===== src/rtl/core/fnfc_pkg.sv =====
`timescale 1ns / 1ps

package fnfc_pkg;

  localparam int unsigned SAMPLE_W    = 24;
  localparam int unsigned COEF_W      = 20;
  localparam int unsigned DYN_W       = 16;
  localparam int unsigned AMP_W       = 24;
  localparam int unsigned ACT_W       = 5;
  localparam int unsigned STAGE_IDX_W = 4;
  localparam int unsigned CFG_IDX_W   = 1;
  localparam int unsigned CFG_DATA_W  = 24;

  localparam int unsigned SCALE_SHIFT = 28;
  localparam int unsigned COEF_SHIFT  = 17;

  // width of a rounded value before saturation
  localparam int unsigned RND_W = 48;

  localparam logic [ACT_W-1:0] ACT_RESET = 5'd1;
  localparam logic [AMP_W-1:0] AMP_RESET = 24'd65536;

  typedef enum logic {
    CMD_SAMPLE = 1'b0,
    CMD_LOAD   = 1'b1
  } cmd_e;

  typedef enum logic [1:0] {
    SEL_A0 = 2'd0,
    SEL_A1 = 2'd1,
    SEL_B1 = 2'd2
  } coef_sel_e;

  typedef enum logic [CFG_IDX_W-1:0] {
    CFG_ACTIVE_STAGES = 1'b0,
    CFG_AMPLITUDE     = 1'b1
  } cfg_reg_e;

  typedef struct packed {
    logic                          cmd;
    logic [STAGE_IDX_W-1:0]        stage_index;
    logic [1:0]                    coef_select;
    logic signed [COEF_W-1:0]      coef_value;
    logic signed [SAMPLE_W-1:0]    noise_sample;
    logic [DYN_W-1:0]              dyn_scale;
  } in_beat_t;

  typedef struct packed {
    logic signed [SAMPLE_W-1:0] filtered_sample;
    logic                       saturated;
  } out_beat_t;

  // sample moving between neighboring cells
  typedef struct packed {
    logic                       valid;
    logic                       sat;
    logic signed [SAMPLE_W-1:0] x;
  } link_t;

  typedef struct packed {
    logic                     en;
    logic [1:0]               sel;
    logic signed [COEF_W-1:0] value;
  } coef_wr_t;

  typedef struct packed {
    logic                       sat;
    logic signed [SAMPLE_W-1:0] value;
  } sat_t;

  // clamp a rounded value to the signed sample range
  function automatic sat_t sat_clamp(input logic signed [RND_W-1:0] v);
    sat_t r;
    logic [RND_W-SAMPLE_W:0] hi;
    hi = v[RND_W-1:SAMPLE_W-1];
    if ((&hi) || !(|hi)) begin
      r.sat   = 1'b0;
      r.value = v[SAMPLE_W-1:0];
    end else begin
      r.sat   = 1'b1;
      r.value = v[RND_W-1] ? {1'b1, {(SAMPLE_W-1){1'b0}}} : {1'b0, {(SAMPLE_W-1){1'b1}}};
    end
    return r;
  endfunction

endpackage


===== src/rtl/core/fnfc_scaler.sv =====
`timescale 1ns / 1ps

module fnfc_scaler (
  input  logic                                    clk_i,
  input  logic                                    rst_ni,
  input  logic                                    start_i,
  input  logic signed [fnfc_pkg::SAMPLE_W-1:0]    noise_i,
  input  logic [fnfc_pkg::DYN_W-1:0]              dyn_i,
  input  logic [fnfc_pkg::AMP_W-1:0]              amp_i,
  output fnfc_pkg::link_t                         link_o
);
  import fnfc_pkg::*;

  localparam int unsigned HALF_AMP = AMP_W / 2;
  localparam int unsigned M1_W     = SAMPLE_W + DYN_W + 1;
  localparam int unsigned PP_W     = M1_W + HALF_AMP + 1;
  localparam int unsigned FULL_W   = M1_W + AMP_W + 1;

  logic                     v1_q, v2_q, out_v_q;
  logic signed [M1_W-1:0]   m1_q;
  logic signed [PP_W-1:0]   lo_q, hi_q;
  logic signed [FULL_W-1:0] full;
  logic signed [FULL_W:0]   rs;
  sat_t                     res;
  sat_t                     out_q;

  // amplitude product split in two halves to keep each multiplier narrow
  always_comb begin
    full = (FULL_W'(hi_q) <<< HALF_AMP) + FULL_W'(lo_q);
    rs   = (FULL_W + 1)'(full) + ((FULL_W + 1)'(1) <<< (SCALE_SHIFT - 1));
    res  = sat_clamp(RND_W'($signed(rs[FULL_W:SCALE_SHIFT])));
  end

  always_ff @(posedge clk_i or negedge rst_ni) begin
    if (!rst_ni) begin
      v1_q    <= 1'b0;
      v2_q    <= 1'b0;
      out_v_q <= 1'b0;
    end else begin
      v1_q    <= start_i;
      v2_q    <= v1_q;
      out_v_q <= v2_q;
    end
  end

  always_ff @(posedge clk_i) begin
    if (start_i) begin
      m1_q <= noise_i * $signed({1'b0, dyn_i});
    end
    if (v1_q) begin
      lo_q <= m1_q * $signed({1'b0, amp_i[HALF_AMP-1:0]});
      hi_q <= m1_q * $signed({1'b0, amp_i[AMP_W-1:HALF_AMP]});
    end
    if (v2_q) begin
      out_q <= res;
    end
  end

  assign link_o.valid = out_v_q;
  assign link_o.sat   = out_q.sat;
  assign link_o.x     = out_q.value;

endmodule


===== config.mk =====
export PLATFORM = sky130hd
export DESIGN_NAME = fnfc_scaler
export DESIGN_NICKNAME = d
export VERILOG_FILES = /design/src/rtl/core/fnfc_pkg.sv /design/src/rtl/core/fnfc_scaler.sv
export SDC_FILE = /design/constraint.sdc
export NUM_CORES = 2
export LEC_CHECK = 0
export BUFFER_PORTS_ARGS = -buffer_cell sky130_fd_sc_hd__buf_2
export CAP_MARGIN = 15
export CORE_UTILIZATION = 60
export DETAILED_ROUTE_END_ITERATION = 12
export PLACE_DENSITY = 0.84
export SLEW_MARGIN = 20
export SYNTH_ARGS = -nofsm -noshare
export SYNTH_HDL_FRONTEND = slang
export SYNTH_SLANG_ARGS = --single-unit

===== constraint.sdc =====
create_clock -name clk_i -period 14.7 [get_ports clk_i]
set_input_delay 2.94 -clock clk_i [delete_from_list [all_inputs] [get_ports clk_i]]
set_output_delay 2.94 -clock clk_i [all_outputs]
set_load 0.1 [all_outputs]

==> qor.csv <==
metric;value;unit
outcome;completed;
finalCriticalPeriod;10.35;ns
num_rows;110;
cts_tree;done;
drive_above_1_share;3.19;%
synth_top_cell_area_share;45.3;%
synthArstFlopShare;1.82;%
synth_edf_count;162;
antenna_found_initial;3;
crit_fanout;24;
clkSinkCount;165;
fin_nets;7536;
place_ws;3.80;ns
r2r_start;m1_q[10]$_DFFE_PP_;
synth.largest_area_cell;fa_1;
dp_hpwl;97200;µm
synth-compound-area-share;5.14;%
clock_latency;0.52;ns
vias;38800;
yosysUniqueCellTypes;80;
synthSimpleGateAreaFrac;16.1;%
die_w;303;µm
ys_warn_count;0;
slew_headroom;26.8;%
port_buffers;92;
h-tree-depth;4;
syn_area;0.0544;mm²
max_freq;96.6;MHz
synth_commonest_cells;inv_1, fa_1, nand2_1;
cp_data_arrival_time;10.61;ns
grt_util_all_layers;27.8;%
synthXorXnorAreaFrac;3.22;%
fin_tns_setup;0;ns
ys.flop_type;edfxtp_1;
area_delta_synth_final;3.36;%
io_pins;93;
start_util;60.5;%
worstSetupStartpoint;dyn_i[2];
synth_seq_cells;165;
critPathCaptureType;flop;
worst_slew_pin_slew;1.08;ns
crit_type;in -> reg;
antenna_left;0;
grt_pass1_wl;204000;µm
synth_top_family_by_area;adder cells;
die_area;0.0919;mm²
crit_path_start_kind;input pin;
post-synth-top-count-cell;inv_1;
crit_required;14.97;ns
min_from;v1_q$_DFF_PN0_;
cts_buffers;17;
rsz0062_at_grt;no;
path_clk_slew;0.07;ns
core;0.0900;mm²
slew_violations;0;
hold_path_class;reg -> reg;
finalCritPeriodShare;70.4;%
setup_violations;0;
fp.dieH;303;µm
post_cts_resized;0;
fillers;7063;
post-cts-setup-buffers;0;
drc;0;
first_pass_iters;6;
wire_per_inst;17.1;µm
grt_pass1_vias;42500;
synth_cells;5965;
cts_root_buffer;clkbuf_16;
synth_mux_area_share;0.556;%
vias_per_cell;5.51;
postCtsHoldBufs;0;
grt_max_degree;56;
syn_nets;7648;
routed_wl;121000;µm
syn_avg_cell_area;9.13;µm²
drtIter0Drc;2853;
synthAdderAreaFrac;54.1;%
max-cap-violations;0;
setup_ws;4.35;ns
place.gp.congestion;0.903;
ys_top_cells_by_area;fa_1, inv_1, edfxtp_1, ha_1, nand2_1;
ys_seq_area_share;9.07;%
gr-total-overflow;0;
finalHoldViolations;0;
cts_max_path_buffers;2;
finClkSkew;0.0271;ns
==> path summary, 6_finish.rpt <==
check | slack (ns) | cells after the start | end
worst max register to register | 6.48 | 24 | hi_q[52]$_DFFE_PP_
max in group asynchronous | 12.35 | 1 | v1_q$_DFF_PN0_
worst min register to register | 0.85 | 0 | v2_q$_DFF_PN0_
min in group asynchronous | 2.22 | 1 | v1_q$_DFF_PN0_
worst max-delay path | 4.35 | 27 | m1_q[40]$_DFFE_PP_
worst min-delay path | 0.85 | 0 | v2_q$_DFF_PN0_
==> layout make-up <==
| cell class | count | area, µm² | area share (%) |
|---|---|---|---|
| inverters | 1439 | 5400 | 9.60 |
| clock inverters | 15 | 193 | 0.342 |
| well taps | 1176 | 1470 | 2.61 |
| clock buffers | 17 | 425 | 0.756 |
| flip-flops and latches | 165 | 4940 | 8.79 |
| repair buffers | 129 | 751 | 1.33 |
| diodes | 1 | 2.50 | 0.00445 |
| multi-input cells | 4101 | 43100 | 76.6 |
==> worst max-delay path, stage by stage <==
cell	delay, ns
buf_2	0.43
nand2_1	0.16
fa_1	0.53
fa_1	0.57
fa_1	0.45
fa_1	0.56
inv_1	0.06
fa_1	0.47
inv_1	0.05
fa_1	0.47
inv_1	0.04
ha_1	0.31
a21oi_1	0.25
nand2b_1	0.14
nor4_1	0.25
o21ai_0	0.23
a2111oi_0	0.62
o31ai_1	0.30
a41o_1	0.34
o211a_1	0.25
nor3b_1	0.29
o21ai_0	0.17
o21ai_0	0.17
nand2b_1	0.10
a21o_1	0.19
a21oi_1	0.16
xnor2_1	0.08
==> cell usage in the layout (no fill, tap or decap), types with 29 or more instances in the layout <==
cell type / n
inv_1: 1439
fa_1: 1232
nand2_1: 943
and2_1: 531
ha_1: 384
edfxtp_1: 162
xnor2_1: 146
a21oi_1: 132
nor2_1: 114
buf_2: 92
o21ai_0: 77
a21o_1: 63
xor2_1: 54
nor3_1: 41
nand3_1: 39
buf_4: 36
nand2b_1: 31
nor2b_1: 29
==> state kept, by name (all words and copies together), names as in the netlist <==
name / cells
lo_q: 42
v1_q: 1
hi_q: 54
out_v_q: 1
link_o: 25
m1_q: 41
v2_q: 1
==> logic make-up (layout without fill, tap and decap cells) <==
logic type	after synthesis	count (layout)
simple gates	1826	1826
other cells	0	1
fa+ha+maj	1616	1616
mux	29	29
xor+xnor	200	200
buf+inv	1699	1600
flops	165	165
compound gates	430	430
==> stage by stage <==
stage	util [%]	cell area, µm²	cells	hold slack, ns
2_1_floorplan	-	54400	5965	0.585
3_3_place_gp	61.8	55600	7009	0.839
3_5_place_dp	61.8	55600	7009	0.844
4_1_cts	62.5	56200	7041	0.854
5_1_grt	62.5	56300	7042	0.882
6_report	62.5	56300	7043	0.848
==> layer usage <==
metal | vias to the layer above | part of all wire [%] | routed length [µm] | track usage [%]
met3 | 213 | 9.6 | 11600 | 5.74
met2 | 1733 | 49 | 58600 | 47.4
met4 | 4 | 1.8 | 2220 | 7.33
met1 | 19500 | 40 | 48100 | 36.1
li1 | 17400 | - | - | -
met5 | - | 0.017 | 21 | 0
Power is left out: the tool's default activity adds up to more than one toggle a clock period on the data nets, which glitch-free logic cannot reach.
