==> config.mk <==
export PLATFORM = sky130hd
export DESIGN_NAME = fnfc_cell
export DESIGN_NICKNAME = d
export VERILOG_FILES = /design/src/rtl/core/fnfc_pkg.sv /design/src/rtl/core/fnfc_cell.sv
export SDC_FILE = /design/constraint.sdc
export NUM_CORES = 2
export LEC_CHECK = 0
export BUFFER_PORTS_ARGS = -buffer_cell sky130_fd_sc_hd__buf_2
export CAP_MARGIN = 5
export CORE_UTILIZATION = 52
export CTS_CLUSTER_SIZE = 10
export DETAILED_ROUTE_END_ITERATION = 8
export PLACE_DENSITY = 0.68
export SLEW_MARGIN = 30
export SYNTH_ARGS = -nofsm -noshare
export SYNTH_HDL_FRONTEND = slang
export SYNTH_SLANG_ARGS = --single-unit
==> constraint.sdc <==
create_clock -name clk_i -period 18.6 [get_ports clk_i]
set_clock_uncertainty 0.05 [all_clocks]
set_input_delay 3.72 -clock clk_i [delete_from_list [all_inputs] [get_ports clk_i]]
set_output_delay 3.72 -clock clk_i [all_outputs]
set_load 0.02 [all_outputs]
==> src/rtl/core/fnfc_pkg.sv <==
`timescale 1ns / 1ps

package fnfc_pkg;

  localparam int unsigned SAMPLE_W    = 24;
  localparam int unsigned COEF_W      = 20;
  localparam int unsigned DYN_W       = 16;
  localparam int unsigned AMP_W       = 24;
  localparam int unsigned ACT_W       = 5;
  localparam int unsigned STAGE_IDX_W = 4;
  localparam int unsigned CFG_IDX_W   = 1;
  localparam int unsigned CFG_DATA_W  = 24;

  localparam int unsigned SCALE_SHIFT = 28;
  localparam int unsigned COEF_SHIFT  = 17;

  // width of a rounded value before saturation
  localparam int unsigned RND_W = 48;

  localparam logic [ACT_W-1:0] ACT_RESET = 5'd1;
  localparam logic [AMP_W-1:0] AMP_RESET = 24'd65536;

  typedef enum logic {
    CMD_SAMPLE = 1'b0,
    CMD_LOAD   = 1'b1
  } cmd_e;

  typedef enum logic [1:0] {
    SEL_A0 = 2'd0,
    SEL_A1 = 2'd1,
    SEL_B1 = 2'd2
  } coef_sel_e;

  typedef enum logic [CFG_IDX_W-1:0] {
    CFG_ACTIVE_STAGES = 1'b0,
    CFG_AMPLITUDE     = 1'b1
  } cfg_reg_e;

  typedef struct packed {
    logic                          cmd;
    logic [STAGE_IDX_W-1:0]        stage_index;
    logic [1:0]                    coef_select;
    logic signed [COEF_W-1:0]      coef_value;
    logic signed [SAMPLE_W-1:0]    noise_sample;
    logic [DYN_W-1:0]              dyn_scale;
  } in_beat_t;

  typedef struct packed {
    logic signed [SAMPLE_W-1:0] filtered_sample;
    logic                       saturated;
  } out_beat_t;

  // sample moving between neighboring cells
  typedef struct packed {
    logic                       valid;
    logic                       sat;
    logic signed [SAMPLE_W-1:0] x;
  } link_t;

  typedef struct packed {
    logic                     en;
    logic [1:0]               sel;
    logic signed [COEF_W-1:0] value;
  } coef_wr_t;

  typedef struct packed {
    logic                       sat;
    logic signed [SAMPLE_W-1:0] value;
  } sat_t;

  // clamp a rounded value to the signed sample range
  function automatic sat_t sat_clamp(input logic signed [RND_W-1:0] v);
    sat_t r;
    logic [RND_W-SAMPLE_W:0] hi;
    hi = v[RND_W-1:SAMPLE_W-1];
    if ((&hi) || !(|hi)) begin
      r.sat   = 1'b0;
      r.value = v[SAMPLE_W-1:0];
    end else begin
      r.sat   = 1'b1;
      r.value = v[RND_W-1] ? {1'b1, {(SAMPLE_W-1){1'b0}}} : {1'b0, {(SAMPLE_W-1){1'b1}}};
    end
    return r;
  endfunction

endpackage

==> src/rtl/core/fnfc_cell.sv <==
`timescale 1ns / 1ps

module fnfc_cell (
  input  logic               clk_i,
  input  logic               rst_ni,
  input  fnfc_pkg::coef_wr_t wr_i,
  input  fnfc_pkg::link_t    link_i,
  output fnfc_pkg::link_t    link_o
);
  import fnfc_pkg::*;

  localparam int unsigned PROD_W = COEF_W + SAMPLE_W;
  localparam int unsigned SUM_W  = PROD_W + 2;

  logic signed [COEF_W-1:0]   a0_q, a1_q, b1_q;
  logic signed [SAMPLE_W-1:0] xp_q, yp_q;
  logic signed [PROD_W-1:0]   p0_q, p1_q, p2_q;
  logic                       pv_q, ps_q;
  logic                       out_v_q, out_s_q;
  logic signed [SAMPLE_W-1:0] out_x_q;
  logic signed [SUM_W-1:0]    sum;
  sat_t                       res;

  always_comb begin
    sum = SUM_W'(p0_q) + SUM_W'(p1_q) + SUM_W'(p2_q) + (SUM_W'(1) <<< (COEF_SHIFT - 1));
    res = sat_clamp(RND_W'($signed(sum[SUM_W-1:COEF_SHIFT])));
  end

  always_ff @(posedge clk_i) begin
    if (wr_i.en) begin
      case (wr_i.sel)
        SEL_A0:  a0_q <= wr_i.value;
        SEL_A1:  a1_q <= wr_i.value;
        SEL_B1:  b1_q <= wr_i.value;
        default: ;
      endcase
    end
  end

  // products use the history from before this beat
  always_ff @(posedge clk_i) begin
    if (link_i.valid) begin
      p0_q <= a0_q * link_i.x;
      p1_q <= a1_q * xp_q;
      p2_q <= b1_q * yp_q;
      ps_q <= link_i.sat;
    end
    if (pv_q) begin
      out_x_q <= res.value;
      out_s_q <= ps_q | res.sat;
    end
  end

  always_ff @(posedge clk_i or negedge rst_ni) begin
    if (!rst_ni) begin
      pv_q    <= 1'b0;
      out_v_q <= 1'b0;
      xp_q    <= '0;
      yp_q    <= '0;
    end else begin
      pv_q    <= link_i.valid;
      out_v_q <= pv_q;
      if (link_i.valid) begin
        xp_q <= link_i.x;
      end
      if (pv_q) begin
        yp_q <= res.value;
      end
    end
  end

  assign link_o.valid = out_v_q;
  assign link_o.sat   = out_s_q;
  assign link_o.x     = out_x_q;

endmodule

==> impl_metrics.json <==
{
  "status": "finished, violations left",
  "violations": "DRC",
  "required_ns": 18.84,
  "antenna_found_initial": 10,
  "fillers": 10900,
  "start_kind": "input port",
  "cts_max_level": 2,
  "postSynthAreaPerCell_um2": 9.87,
  "setup_viol": 0,
  "synth.top_cell.area_share_pct": 46.8,
  "cts_buffer_depth": 3,
  "vias": 44600,
  "hold_end": "out_s_q$_DFFE_PP_",
  "drt_iter0_markers": 3087,
  "slew_violations": 0,
  "cp.arrival_ns": 10.78,
  "cts_hold_buf": 0,
  "timing.rr.end": "p1_q[43]$_DFFE_PP_",
  "synthesis.area_mm2": 0.0649,
  "crit_path_end_kind": "flip-flop",
  "synthesis.nets": 8580,
  "yosysTopAreaCell": "fa_1",
  "grt_pass1_vias": 49100,
  "dp_hpwl_um": 138000,
  "synth_ff_type": "edfxtp_1",
  "crit_fanout": 21,
  "drc_errors": 8,
  "wirelength_um": 173000,
  "timing.final.crit_share_pct": 56.6,
  "worst_pin_slew_ns": 1.03,
  "synthTopCellsByCount": "1634 x inv_1, 1519 x fa_1, 727 x and2_1, 715 x nand2_1, 431 x ha_1",
  "yosysWarnings": 0,
  "cts_setup_buffers": 0,
  "hold_class": "flip-flop to flip-flop",
  "overflow": 0,
  "first_pass_iters": 9,
  "yosysSeqAreaShare_pct": 12.0,
  "fmax_ghz": 0.0950,
  "fin_nets": 8496,
  "synth_edf_count": 218,
  "synth_most_common_cell": "inv_1",
  "reg2reg_depth": 22,
  "regToRegSetupSlack_ns": 9.11,
  "async_reset_ff_share_pct": 18.7,
  "hold_viol_final": 0,
  "area_growth_pct": 5.07,
  "ant_nets": 0,
  "grt_use_total_pct": 29.0,
  "synth_cell_type_count": 89,
  "synthTopCellsByArea": "fa_1 47%, edfxtp_1 10%, inv_1 9.4%, ha_1 8.3%, and2_1 7.0%",
  "worstSetupPathType": "input port to flip-flop",
  "drive_gt1_share_pct": 4.55,
  "core-area_mm2": 0.124,
  "grt_pass1_wl_um": 280000,
  "avgRoutedWirePerCell_um": 21.2,
  "die_area_mm2": 0.126,
  "cts.clk_slew.worst_paths_ns": 0.05,
  "hold_start": "ps_q$_DFFE_PP_",
  "period_needed_ns": 10.53,
  "cts_buffers": 37,
  "r2r_start": "a1_q[19]$_DFFE_PP_",
  "io_buffers": 76,
  "slew_headroom_pct": 31.4,
  "cts_tree": "done",
  "holdPathStages": 1,
  "grt_max_degree": 72,
  "dieWidth_um": 355,
  "clock_latency_ns": 0.60,
  "rows": 129,
  "synthCells": 6579,
  "tns_ns": 0,
  "ys_seq_elements": 268,
  "start_util_pct": 52.4,
  "ff_latch_area_mm2": 0.00780,
  "via_per_inst": 5.47,
  "cap_violations": 0,
  "cts_resized": 0,
  "multiInputGateArea_mm2": 0.0499,
  "rsz0062_at_grt": "false",
  "pin_count": 77,
  "cts_sinks": 268,
  "gp_congestion": 0.940,
  "cts-root-buf": "clkbuf_16",
  "die-height_um": 355
}
## routing by layer
layer  track usage, %  vias to the layer above  part of all wire [%]
met5                0                        -                 0.016
li1                 -                    19300                     -
met2             47.5                     1730                    47
met4             12.4                        6                   5.1
met1             38.6                    23200                    40
met3             4.41                      406                   7.9
## cell type report
class,instances,share of cell area (%)
multi-input cells,4387,73.1
flip-flops and latches,268,11.4
inverters,1637,9.01
well taps,1637,3.00
repair buffers,164,1.69
clock buffers,54,1.48
clock inverters,13,0.266
diodes,4,0.0147
## through the flow
stage | area [um^2] | utilization [%] | worst slack, ns | std cells | hold slack (ns)
floorplan | 64900 | - | 8.17 | 6579 | 0.437
global placement | 66800 | 53.9 | 7.60 | 8076 | 0.443
detailed placement | 66900 | 54.1 | 7.53 | 8087 | 0.449
CTS | 68100 | 55.0 | 8.11 | 8154 | 0.462
global route | 68200 | 55.1 | 7.77 | 8160 | 0.469
finish | 68200 | 55.1 | 8.07 | 8164 | 0.459
## sequential cells by signal, summed over array words and instances (netlist names)
name     count
p1_q        44
out_v_q      1
xp_q        24
b1_q        20
p0_q        44
out_x_q     24
ps_q         1
out_s_q      1
pv_q         1
p2_q        44
a0_q        20
yp_q        24
a1_q        20
## layout by cell type, fill, tap and decap left out, types with 17 or more instances in the layout
master,instances
inv_1,1634
fa_1,1519
and2_1,727
nand2_1,715
ha_1,431
edfxtp_1,218
a21oi_1,142
nor2_1,121
xnor2_1,118
a21o_1,84
o21ai_0,77
buf_2,75
buf_4,69
xor2_1,51
dfrtp_1,44
clkbuf_16,38
mux2_2,35
nand2b_1,33
nor2b_1,27
o21a_1,25
nand3_1,25
o21bai_1,25
and3_1,20
a211oi_1,17
o22ai_1,17
## critical path, cell delays in order
cell and delay (ns):
buf_2 0.40, and2_1 0.22, fa_1 0.44, fa_1 0.53, inv_1 0.05, fa_1 0.47
inv_1 0.05, fa_1 0.48, fa_1 0.50, fa_1 0.50, inv_1 0.05, fa_1 0.47
inv_1 0.04, ha_1 0.35, a21o_1 0.21, a21o_1 0.18, a21oi_1 0.18, o211ai_2 0.22
a311oi_2 0.31, a21oi_1 0.15, o41a_1 0.37, a211o_1 0.31, a221o_1 0.31, a21oi_2 0.15
xnor2_1 0.07
## worst max path at each step
stage,start,endpoint,cells after the start
after floorplan,link_i[11],p0_q[43]$_DFFE_PP_,24
after global placement,link_i[7],p0_q[43]$_DFFE_PP_,25
after detailed placement,link_i[12],p0_q[43]$_DFFE_PP_,25
after CTS,link_i[12],p0_q[43]$_DFFE_PP_,25
after global routing,link_i[12],p0_q[43]$_DFFE_PP_,25
final,link_i[12],p0_q[43]$_DFFE_PP_,25
## cells by family (layout without fill, tap and decap cells)
logic type	count (synthesis)	count (layout)	share of synthesized area [%]
muxes	36	36	0.622
and+or+nand+nor	1737	1737	13.6
xor gates and xnor gates	170	170	2.29
AOI/OAI and AO/OA	494	494	5.13
buffers and inverters	1924	1868	11.2
adders and majority gates	1950	1950	55.1
DFF	268	268	12.0
other	0	4	0
Power is left out: the tool's default activity adds up to more than one toggle a clock period on the data nets, which glitch-free logic cannot reach.
